### src/bal_pkg.sv
package bal_pkg;

  // Default geometry of the list.
  localparam int unsigned MaxEntriesDef = 16;
  localparam int unsigned WordBitsDef   = 32;

  // Request codes.
  typedef enum logic [2:0] {
    ACT_READ   = 3'd0,
    ACT_WRITE  = 3'd1,
    ACT_APPEND = 3'd2,
    ACT_INSERT = 3'd3,
    ACT_REMOVE = 3'd4
  } bal_action_e;

  // Result status codes.
  typedef enum logic [1:0] {
    ST_OK    = 2'd0,
    ST_RANGE = 2'd1,
    ST_FULL  = 2'd2
  } bal_status_e;

  // What every cell of the chain does in the current cycle.
  typedef enum logic [1:0] {
    SH_HOLD   = 2'd0,
    SH_LOAD   = 2'd1,
    SH_INSERT = 2'd2,
    SH_REMOVE = 2'd3
  } bal_shift_e;

  // One request beat.
  typedef struct packed {
    logic [2:0]         action;
    logic [3:0]         position;
    logic signed [31:0] word_in;
  } bal_req_t;

  // One result beat.
  typedef struct packed {
    logic signed [31:0] word_out;
    logic [1:0]         status;
    logic [4:0]         entry_count;
  } bal_rsp_t;

endpackage

### src/bounded_array_list.sv
// Bounded array list: an ordered list of up to MAX_ENTRIES words.
// A request beat is taken at a rising edge where start_i is high and busy_o is
// low; busy_o stays low, so a new request may be issued in every cycle. The
// request reads, overwrites, appends, inserts (later entries move up) or
// removes (later entries move down, the removed word is returned).
// Each request yields exactly one result beat on rsp_o, marked by done_o in
// the cycle after acceptance; throughput is one request per cycle. The row of
// storage cells moves every entry at once, and the read port is a mux over the
// first sixteen cells.
// Every result carries the entry count after the request and a status of ok,
// index out of range or list full; failed requests change nothing and return
// a zero word.
// Reset empties the list; stored words are left as they were and are only
// read again after being written. The receiver cannot stall: each result is
// shown for exactly one cycle and must be taken then.
module bounded_array_list
  import bal_pkg::*;
#(
  parameter int unsigned MAX_ENTRIES = MaxEntriesDef,
  parameter int unsigned WORD_BITS   = WordBitsDef
) (
  input  logic     clk_i,
  input  logic     rst_ni,
  input  logic     start_i,
  output logic     busy_o,
  input  bal_req_t req_i,
  output logic     done_o,
  output bal_rsp_t rsp_o
);

  localparam int unsigned IDX_W = (MAX_ENTRIES > 1) ? $clog2(MAX_ENTRIES) : 1;
  localparam int unsigned CNT_W = $clog2(MAX_ENTRIES + 1);
  localparam int unsigned CMP_W = (CNT_W > 4) ? CNT_W : 4;

  logic [WORD_BITS-1:0] cell_data [MAX_ENTRIES];

  logic [CNT_W-1:0] count_q, count_d;
  logic             done_q;
  bal_rsp_t         rsp_q, rsp_d;

  logic                 accept;
  logic                 in_range;
  logic                 full;
  logic [IDX_W-1:0]     pos_idx;
  logic [IDX_W-1:0]     at;
  logic [31:0]          word_u;
  logic [WORD_BITS-1:0] word_st;
  logic [WORD_BITS-1:0] rd_word;
  bal_shift_e           mode;

  assign busy_o = 1'b0;
  assign accept = start_i && !busy_o;

  // Index checks and the read port of the list.
  assign in_range = CMP_W'(req_i.position) < CMP_W'(count_q);
  assign full     = count_q == CNT_W'(MAX_ENTRIES);
  assign pos_idx  = IDX_W'(req_i.position);
  assign rd_word  = cell_data[pos_idx];
  assign word_u   = req_i.word_in;
  assign word_st  = WORD_BITS'(word_u);

  // Decode the request into a shift command for the cells and a result beat.
  always_comb begin
    mode             = SH_HOLD;
    at               = pos_idx;
    count_d          = count_q;
    rsp_d.word_out   = '0;
    rsp_d.status     = ST_OK;
    if (accept) begin
      unique case (bal_action_e'(req_i.action))
        ACT_READ: begin
          if (in_range) rsp_d.word_out = 32'(rd_word);
          else rsp_d.status = ST_RANGE;
        end
        ACT_WRITE: begin
          if (in_range) mode = SH_LOAD;
          else rsp_d.status = ST_RANGE;
        end
        ACT_APPEND: begin
          if (full) begin
            rsp_d.status = ST_FULL;
          end else begin
            mode    = SH_LOAD;
            at      = IDX_W'(count_q);
            count_d = count_q + CNT_W'(1);
          end
        end
        ACT_INSERT: begin
          if (!in_range) begin
            rsp_d.status = ST_RANGE;
          end else if (full) begin
            rsp_d.status = ST_FULL;
          end else begin
            mode    = SH_INSERT;
            count_d = count_q + CNT_W'(1);
          end
        end
        ACT_REMOVE: begin
          if (!in_range) begin
            rsp_d.status = ST_RANGE;
          end else begin
            mode           = SH_REMOVE;
            rsp_d.word_out = 32'(rd_word);
            count_d        = count_q - CNT_W'(1);
          end
        end
        default: begin
          mode = SH_HOLD;
        end
      endcase
    end
    rsp_d.entry_count = 5'(count_d);
  end

  // The row of cells; each end cell feeds itself where it has no neighbour.
  for (genvar i = 0; i < MAX_ENTRIES; i++) begin : g_cell
    logic [WORD_BITS-1:0] lower, upper;
    if (i == 0) begin : g_first
      assign lower = cell_data[i];
    end else begin : g_mid_lo
      assign lower = cell_data[i-1];
    end
    if (i == MAX_ENTRIES - 1) begin : g_last
      assign upper = cell_data[i];
    end else begin : g_mid_hi
      assign upper = cell_data[i+1];
    end
    bal_cell #(
      .WORD_BITS(WORD_BITS),
      .IDX_W    (IDX_W),
      .IDX      (i)
    ) u_cell (
      .clk_i  (clk_i),
      .mode_i (mode),
      .at_i   (at),
      .word_i (word_st),
      .lower_i(lower),
      .upper_i(upper),
      .data_o (cell_data[i])
    );
  end

  // Entry count and result strobe.
  always_ff @(posedge clk_i or negedge rst_ni) begin
    if (!rst_ni) begin
      count_q <= '0;
      done_q  <= 1'b0;
    end else begin
      count_q <= count_d;
      done_q  <= accept;
    end
  end

  // Result payload.
  always_ff @(posedge clk_i) begin
    if (accept) rsp_q <= rsp_d;
  end

  assign done_o = done_q;
  assign rsp_o  = rsp_q;

endmodule

### src/bal_cell.sv
module bal_cell
  import bal_pkg::*;
#(
  parameter int unsigned WORD_BITS = WordBitsDef,
  parameter int unsigned IDX_W     = 4,
  parameter int unsigned IDX       = 0
) (
  input  logic                 clk_i,
  input  bal_shift_e           mode_i,
  input  logic [IDX_W-1:0]     at_i,
  input  logic [WORD_BITS-1:0] word_i,
  input  logic [WORD_BITS-1:0] lower_i,
  input  logic [WORD_BITS-1:0] upper_i,
  output logic [WORD_BITS-1:0] data_o
);

  localparam logic [IDX_W-1:0] MyIdx = IDX_W'(IDX);

  logic [WORD_BITS-1:0] data_q, data_d;

  // Choose between holding, loading the new word or taking a neighbour's word.
  always_comb begin
    data_d = data_q;
    unique case (mode_i)
      SH_LOAD: begin
        if (MyIdx == at_i) data_d = word_i;
      end
      SH_INSERT: begin
        if (MyIdx == at_i) data_d = word_i;
        else if (MyIdx > at_i) data_d = lower_i;
      end
      SH_REMOVE: begin
        if (MyIdx >= at_i) data_d = upper_i;
      end
      default: data_d = data_q;
    endcase
  end

  // The stored word needs no reset: it is only read once it has been written.
  always_ff @(posedge clk_i) begin
    data_q <= data_d;
  end

  assign data_o = data_q;

endmodule

### config.mk
export PLATFORM = sky130hd
export DESIGN_NAME = bounded_array_list
export DESIGN_NICKNAME = d
export VERILOG_FILES = /design/src/bal_pkg.sv /design/src/bounded_array_list.sv /design/src/bal_cell.sv
export SDC_FILE = /design/constraint.sdc
export NUM_CORES = 1
export LEC_CHECK = 0
export BUFFER_PORTS_ARGS = -buffer_cell sky130_fd_sc_hd__buf_2
export CAP_MARGIN = 20
export CORE_MARGIN = 5
export CORE_UTILIZATION = 63
export DETAILED_ROUTE_END_ITERATION = 16
export GPL_TIMING_DRIVEN = 0
export PLACE_DENSITY = 0.77
export SLEW_MARGIN = 40
export SYNTH_ARGS = -nofsm -noshare
export SYNTH_HDL_FRONTEND = slang
export SYNTH_SLANG_ARGS = --single-unit
### constraint.sdc
create_clock -name clk_i -period 7 [get_ports clk_i]
set_input_delay 1.4 -clock clk_i [delete_from_list [all_inputs] [get_ports clk_i]]
set_output_delay 1.4 -clock clk_i [all_outputs]
set_load 0.05 [all_outputs]
[Word-level counts from Yosys, hierarchy flattened]
Cells that the tools add are included.
Word-level totals
  flip-flop bits (word level): 557
  input bits: 42
  word-level logic and storage cells: 249
Operators by class
  $add $sub $neg: 2
  magnitude comparators: 32
  eq/ne operators: 69
  mux-type cells: 99
  bitwise operators: 1
  reductions and logical operators: 25
Operator list (number)
  32-bit two-way mux: 63
  32-bit one-hot mux with 3 select lines: 14
  32-bit binary-select mux with 4-bit select: 1
  32-bit one-hot mux with 2 select lines: 2
  2-bit by 1-bit != test with 1-bit output, second input constant: 31
  4-bit AND reduction: 14
  3-bit by 1-bit != test with 1-bit output, second input constant: 15
  4-bit equality test, first input constant: 8
  4-bit > comparator, first input constant: 8
  4-bit greater-or-equal comparator, first input constant: 7
  5-bit two-way mux: 4
  3-bit by 4-bit equality test with 1-bit output, first input constant: 4
  3-bit by 4-bit greater-or-equal comparator with 1-bit output, first input constant: 4
  3-bit by 4-bit > comparator with 1-bit output, first input constant: 4
  5-bit one-hot mux with 3 select lines: 1
  2-bit two-way mux: 6
  4-bit two-way mux: 3
  2-bit by 4-bit equality test with 1-bit output, first input constant: 2
  1-bit by 4-bit greater-or-equal comparator with 1-bit output, first input constant: 2
  2-bit by 4-bit greater-or-equal comparator with 1-bit output, first input constant: 2
  2-bit by 4-bit > comparator with 1-bit output, first input constant: 2
  2-bit one-hot mux with 4 select lines: 1
  3-bit by 2-bit equality test with 1-bit output, second input constant: 2
  2-bit one-hot mux with 3 select lines: 1
  21 further kinds: 27

[Logic depth before layout (Yosys ltp)]
  word-level depth: 9
  mapped depth: 13

[Modules after synthesis]
Synthesis repeated with hierarchy kept, for this count alone.
Second synthesis, totals
  cells, all modules: 2814
  area, all modules: 36276.0 um^2
Modules (own cells, without submodules)
  bounded_array_list: instances 1, cells each 395, area each 5769.3 um^2
  bal_cell (g_cell[7].u_cell): instances 1, cells each 155, area each 2113.3 um^2
  bal_cell (g_cell[14].u_cell): instances 1, cells each 154, area each 2063.2 um^2
  bal_cell (g_cell[3].u_cell): instances 1, cells each 153, area each 2058.2 um^2
  bal_cell (g_cell[11].u_cell): instances 1, cells each 153, area each 2054.5 um^2
  bal_cell (g_cell[13].u_cell): instances 1, cells each 153, area each 1904.3 um^2
  bal_cell (g_cell[4].u_cell): instances 1, cells each 154, area each 1883.1 um^2
  bal_cell (g_cell[8].u_cell): instances 1, cells each 150, area each 1880.6 um^2
  bal_cell (g_cell[1].u_cell): instances 1, cells each 152, area each 1878.1 um^2
  bal_cell (g_cell[12].u_cell): instances 1, cells each 154, area each 1863.0 um^2
  bal_cell (g_cell[9].u_cell): instances 1, cells each 154, area each 1860.5 um^2
  bal_cell (g_cell[10].u_cell): instances 1, cells each 156, area each 1859.3 um^2
  bal_cell (g_cell[6].u_cell): instances 1, cells each 153, area each 1859.3 um^2
  bal_cell (g_cell[5].u_cell): instances 1, cells each 153, area each 1858.0 um^2
  3 more rows

[Worst setup path after synthesis]
No wires, ideal clock.
  path type: input to register
  start: in req_i[33] (netlist bit)
  end: reg g_cell[3].u_cell.data_q[0] (enable)
  library setup time: 0.501 ns
  arrival time: 6.045 ns
  data required time: 6.499 ns
  setup slack: 0.453 ns
  cell stages on the path: 8
  cell sequence: ha_1 a2111oi_4 or2_2 clkbuf_1 and2_1 clkbuf_1 a21oi_1 nor4_1
On the way
  longest elaborated chain between the ends: 7
  elaborated cells between the ends (all ways): 20
Ends and longest elaborated chain
  start, declared: line bounded_array_list.sv:26  | input bal_req_t req_i,
  4-bit by 5-bit less-than comparator with 1-bit output: line bounded_array_list.sv:55  | assign in_range = CMP_W'(req_i.position) < CMP_W'(count_q);
  2-bit two-way mux, or another cell as far along: line bounded_array_list.sv:99  | if (!in_range) begin
  2-bit one-hot mux with 4 select lines: line bounded_array_list.sv:70  | unique case (bal_action_e'(req_i.action))
  2-bit two-way mux: line bounded_array_list.sv:69  | if (accept) begin
  2-bit equality test / 2-bit by 1-bit equality test with 1-bit output (equally long branches): line bal_cell.sv:24  | unique case (mode_i)
  3-bit by 1-bit != test with 1-bit output (no line), or another cell as far along
  4-bit AND reduction (no line) (*)
  end signal, assigned: line bal_cell.sv:41  | data_q <= data_d;
  end, declared: line bal_cell.sv:19  | logic [WORD_BITS-1:0] data_q, data_d;
Mark *: on every way between the ends. The rest lies on a longest branch, timed or not.
A chain may end at the register's enable or synchronous reset.

[Final worst setup path]
  start: reg count_q[2]
  end: reg g_cell[3].u_cell.data_q[15] (enable)
On the way
  longest elaborated chain between the ends: 8
  elaborated cells between the ends (all ways): 23
Ends and longest elaborated chain
  start, declared: line bounded_array_list.sv:37  | logic [CNT_W-1:0] count_q, count_d;
  start signal, assigned: line bounded_array_list.sv:149  | count_q <= count_d;
  parallel branches: the longest is 7 deep, another holds 4-bit by 5-bit less-than comparator with 1-bit output
  4-bit AND reduction (no line) (*)
Every way passes the cells marked *.

==> results.py <==
metrics = {
    "status": {
        "outcome": "finished, final reports clean",
    },
    "grt": {
        "global_route.usage.total_pct": 48.69,
        "number_of_antenna_violations_at_the_first_check_in_global_routing": 1,
        "grt_pass1_wl_um": 185900,
        "globalRoute.totalOverflow": 0,
        "grt_pass1_vias": 25810,
        "grt_max_degree": 48,
    },
    "setup_path": {
        "critPathLaunchType": "register",
        "worstReg2RegEnd": "g_cell[3].u_cell.data_o[15]",
        "reg2reg_from": "count_q[2]",
        "crit_path_end_kind": "register",
        "critical-path-top-cell-by-count": "sky130_fd_sc_hd__buf_2",
        "crit_slowest_cell": "sky130_fd_sc_hd__clkbuf_1",
        "crit_path_required_time_ps": 7360,
        "cp_cell_sequence": "clkbuf_1, clkinv_1, ha_1, a2111oi_4, or2_2, clkbuf_1, and2_1, clkbuf_1, a21oi_1, nor4_2, buf_2, buf_2, buf_2, buf_2, buf_2, buf_2",
        "critPathTopFamily": "buffers and inverters",
        "worst_path_largest_cell_delay_ps": 570,
        "critPathMaxFanout": 10,
        "worst-r2r-setup-slack_ps": 1160,
        "worst-path-buf-inv": 10,
        "critical_path_depth": 16,
        "timing_worst_setup_path_type": "register to register",
        "rr_worst_depth": 16,
        "critical_path_at_ps": 6200,
    },
    "floorplanning": {
        "rows": 80,
        "initial_utilization_pct": 64.02,
        "floorplan.core_area_sq_mm": 0.04795,
        "die_area_sq_mm": 0.05324,
        "design.portCount": 83,
        "die-height_um": 230.7,
        "die_w_um": 230.7,
    },
    "cts": {
        "clk_pin_slew_worst_paths_ps": 60,
        "cts.hold.buffers_added": 0,
        "cts.sinks": 557,
        "cts_max_level": 2,
        "cts_tree": "yes",
        "post-cts-setup-buffer-count": 0,
        "cts-resized-gates": 0,
        "cts_buffer_depth": 3,
        "root_buffer": "sky130_fd_sc_hd__clkbuf_16",
        "clock_insertion_delay_worst_skew_ps": 660,
        "cts_inserted_buffers": 58,
    },
    "timing": {
        "final.setup_skew_ps": 21.54,
        "setup_total_negative_slack_ps": 0,
        "slew_violations": 0,
        "final-setup-viol-count": 0,
        "final.hold.worst_slack_ps": 573.3,
        "layout_min_cycle_time_ps": 5843,
        "max_clock_freq_ghz": 0.1711,
        "unrepaired_setup_endpoints_after_global_routing": "false",
        "final_min_period_over_clock_period_pct": 83.48,
        "worstMarginPinSlew_ps": 989.8,
        "report.final.hold_viol_count": 0,
        "maxSlewHeadroom_pct": 34.02,
    },
    "routing": {
        "drt_iter0_drc": 5370,
        "detail_route.first_pass.iterations": 6,
        "dr_total_vias": 27270,
        "post_drt_wl_per_cell_um": 43.25,
        "routed_wl_um": 133400,
        "remaining_drc_errors": 0,
        "route.detailed.vias_per_inst": 8.838,
        "ant_nets": 0,
    },
    "power_and_ir_drop": {
        "power.density_cell_area_mw_per_mm2": 273.5,
        "power.switching_w": 0.003229,
        "net_switching_fraction_of_the_power_pct": 34.18,
        "peakVddDrop_mv": 0.2367,
        "power.combinational.fraction_pct": 26.5,
        "p_leak_nw": 11.56,
        "seq_power_share_pct": 41.3,
        "internal_power_w": 0.006219,
        "clkPwrFrac_pct": 32.1,
    },
    "synthesis": {
        "ys_top_cells_by_area": "sky130_fd_sc_hd__edfxtp_1 (54%), sky130_fd_sc_hd__a2bb2oi_1 (13%), sky130_fd_sc_hd__mux4_2 (12%), sky130_fd_sc_hd__o22ai_1 (9.1%), sky130_fd_sc_hd__mux2_2 (2.1%)",
        "netlist_instances": 2230,
        "synth_enable_flop_cells": 551,
        "synth.lib_cells_used.distinct": 69,
        "post_synth.cell_area_avg_sq_um": 13.76,
        "yosysWarningCount": 0,
        "ys_dominant_reg_cell": "sky130_fd_sc_hd__edfxtp_1",
        "synth-seq-area-share_pct": 54.39,
        "number_of_flip_flops_and_latches_in_the_synthesized_netlist": 557,
        "synth.cells.most_frequent": "sky130_fd_sc_hd__edfxtp_1 (551), sky130_fd_sc_hd__a2bb2oi_1 (449), sky130_fd_sc_hd__o22ai_1 (448)",
        "synth_top_area_cell": "sky130_fd_sc_hd__edfxtp_1",
        "synth-async-reset-ratio_pct": 1.077,
        "combined_area_of_all_synthesized_cells_sq_mm": 0.03070,
        "post-synth-top-area-fraction_pct": 53.90,
        "post-synth-top-count-cell": "sky130_fd_sc_hd__edfxtp_1",
        "synth_fp_nets": 2278,
    },
    "placement": {
        "detailedPlacementHpwl_um": 92980,
        "gp_congestion": 1.050,
        "numPortBuffers": 81,
    },
    "cells_and_area": {
        "layout_area_growth_over_synthesis_pct": 12.54,
        "nets": 2473,
        "fillerInstances": 3255,
        "register_area_sq_mm": 0.01670,
        "drive_above_1_share_pct": 25.65,
        "multi_input_comb_area_sq_mm": 0.01293,
    },
    "job": {
        "timing.max_cap.violations": 0,
    },
    "min_path": {
        "min-delay-path-class": "input port to async pin",
    },
}
==> cell families (layout without fill, tap and decap cells) <==
family | after synthesis | in the layout | share of synthesized area, %
adder cells (fa/ha/maj) | 6 | 6 | 0.2446
flip-flops | 557 | 557 | 54.39
buffers and inverters | 299 | 537 | 4.072
AND/OR/NAND/NOR | 148 | 148 | 2.927
AO/OA/AOI/OAI | 990 | 990 | 24.10
XOR/XNOR | 1 | 1 | 0.02854
other | 1 | 3 | 0.01222
multiplexers | 228 | 228 | 14.22
==> flip-flops by register name, indices dropped and copies added (netlist names) <==
register	flops
done_o	1
count_q	5
g_cell.u_cell.data_o	512
rsp_o	39
==> worst max-delay path by stage <==
stage / endpoint / from
2_1_floorplan: g_cell[3].u_cell.data_o[0] / req_i[33]
3_3_place_gp: g_cell[3].u_cell.data_o[14] / start_i
3_5_place_dp: g_cell[3].u_cell.data_o[14] / req_i[32]
4_1_cts: g_cell[3].u_cell.data_o[14] / count_q[2]
5_1_grt: g_cell[3].u_cell.data_o[15] / count_q[2]
6_report: g_cell[3].u_cell.data_o[15] / count_q[2]
==> per-stage QoR <==
step | total power, W | std cells | instance area, sq um | worst slack (ps) | util (%)
3_3_place_gp | 0.006190 | 2926 | 31870 | -4330 | 66.47
4_1_cts | 0.009206 | 3080 | 34470 | 1471 | 71.89
2_1_floorplan | 0.005337 | 2230 | 30700 | 453.5 | -
3_5_place_dp | 0.006282 | 2977 | 32720 | 1121 | 68.24
5_1_grt | 0.009544 | 3083 | 34540 | 1152 | 72.04
6_report | 0.009448 | 3085 | 34550 | 1157 | 72.05
==> layout by cell type (no fill, tap or decap), types with 6 or more instances in the layout <==
master,count
sky130_fd_sc_hd__a21oi_1,15
sky130_fd_sc_hd__a21oi_2,6
sky130_fd_sc_hd__a2bb2oi_1,449
sky130_fd_sc_hd__and3_1,32
sky130_fd_sc_hd__buf_1,13
sky130_fd_sc_hd__buf_16,8
sky130_fd_sc_hd__buf_2,199
sky130_fd_sc_hd__buf_4,23
sky130_fd_sc_hd__buf_6,6
sky130_fd_sc_hd__buf_8,11
sky130_fd_sc_hd__clkbuf_1,126
sky130_fd_sc_hd__clkbuf_16,58
sky130_fd_sc_hd__clkbuf_2,56
sky130_fd_sc_hd__clkinv_1,16
sky130_fd_sc_hd__clkinv_2,11
sky130_fd_sc_hd__dfrtp_1,6
sky130_fd_sc_hd__edfxtp_1,551
sky130_fd_sc_hd__ha_1,6
sky130_fd_sc_hd__mux2_1,8
sky130_fd_sc_hd__mux2_2,57
sky130_fd_sc_hd__mux4_2,160
sky130_fd_sc_hd__nand2_1,20
sky130_fd_sc_hd__nand3_1,21
sky130_fd_sc_hd__nand3b_1,8
sky130_fd_sc_hd__nor2_1,17
sky130_fd_sc_hd__o21a_1,10
sky130_fd_sc_hd__o21ai_0,19
sky130_fd_sc_hd__o22ai_1,448
==> area by class of cell <==
type / count / area share, %
antenna: 2 / 0.01449
tap: 615 / 2.227
sequential: 557 / 48.33
clock inverter: 31 / 0.7171
buffer: 293 / 3.821
inverter: 6 / 0.06519
timing repair buffer: 135 / 3.042
clock buffer: 72 / 4.353
multi-input combinational: 1374 / 37.43
==> power by group through the flow <==
stage / registers, W / clock network, W / logic [W]
finish: 0.00390 / 0.00304 / 0.00251
global route: 0.00391 / 0.00313 / 0.00251
CTS: 0.00390 / 0.00298 / 0.00233
detailed placement: 0.00397 / 0 / 0.00231
global placement: 0.00398 / 0 / 0.00221
floorplan: 0.00404 / 0 / 0.00130
==> routing by layer <==
metal | wire length [um] | global-route usage, %
met1 | 42180 | 61.43
met4 | 12550 | 32.71
met5 | 23 | 0
met2 | 54120 | 67.78
met3 | 24560 | 22.06
Note: power is estimated with default switching activity, not from simulation.
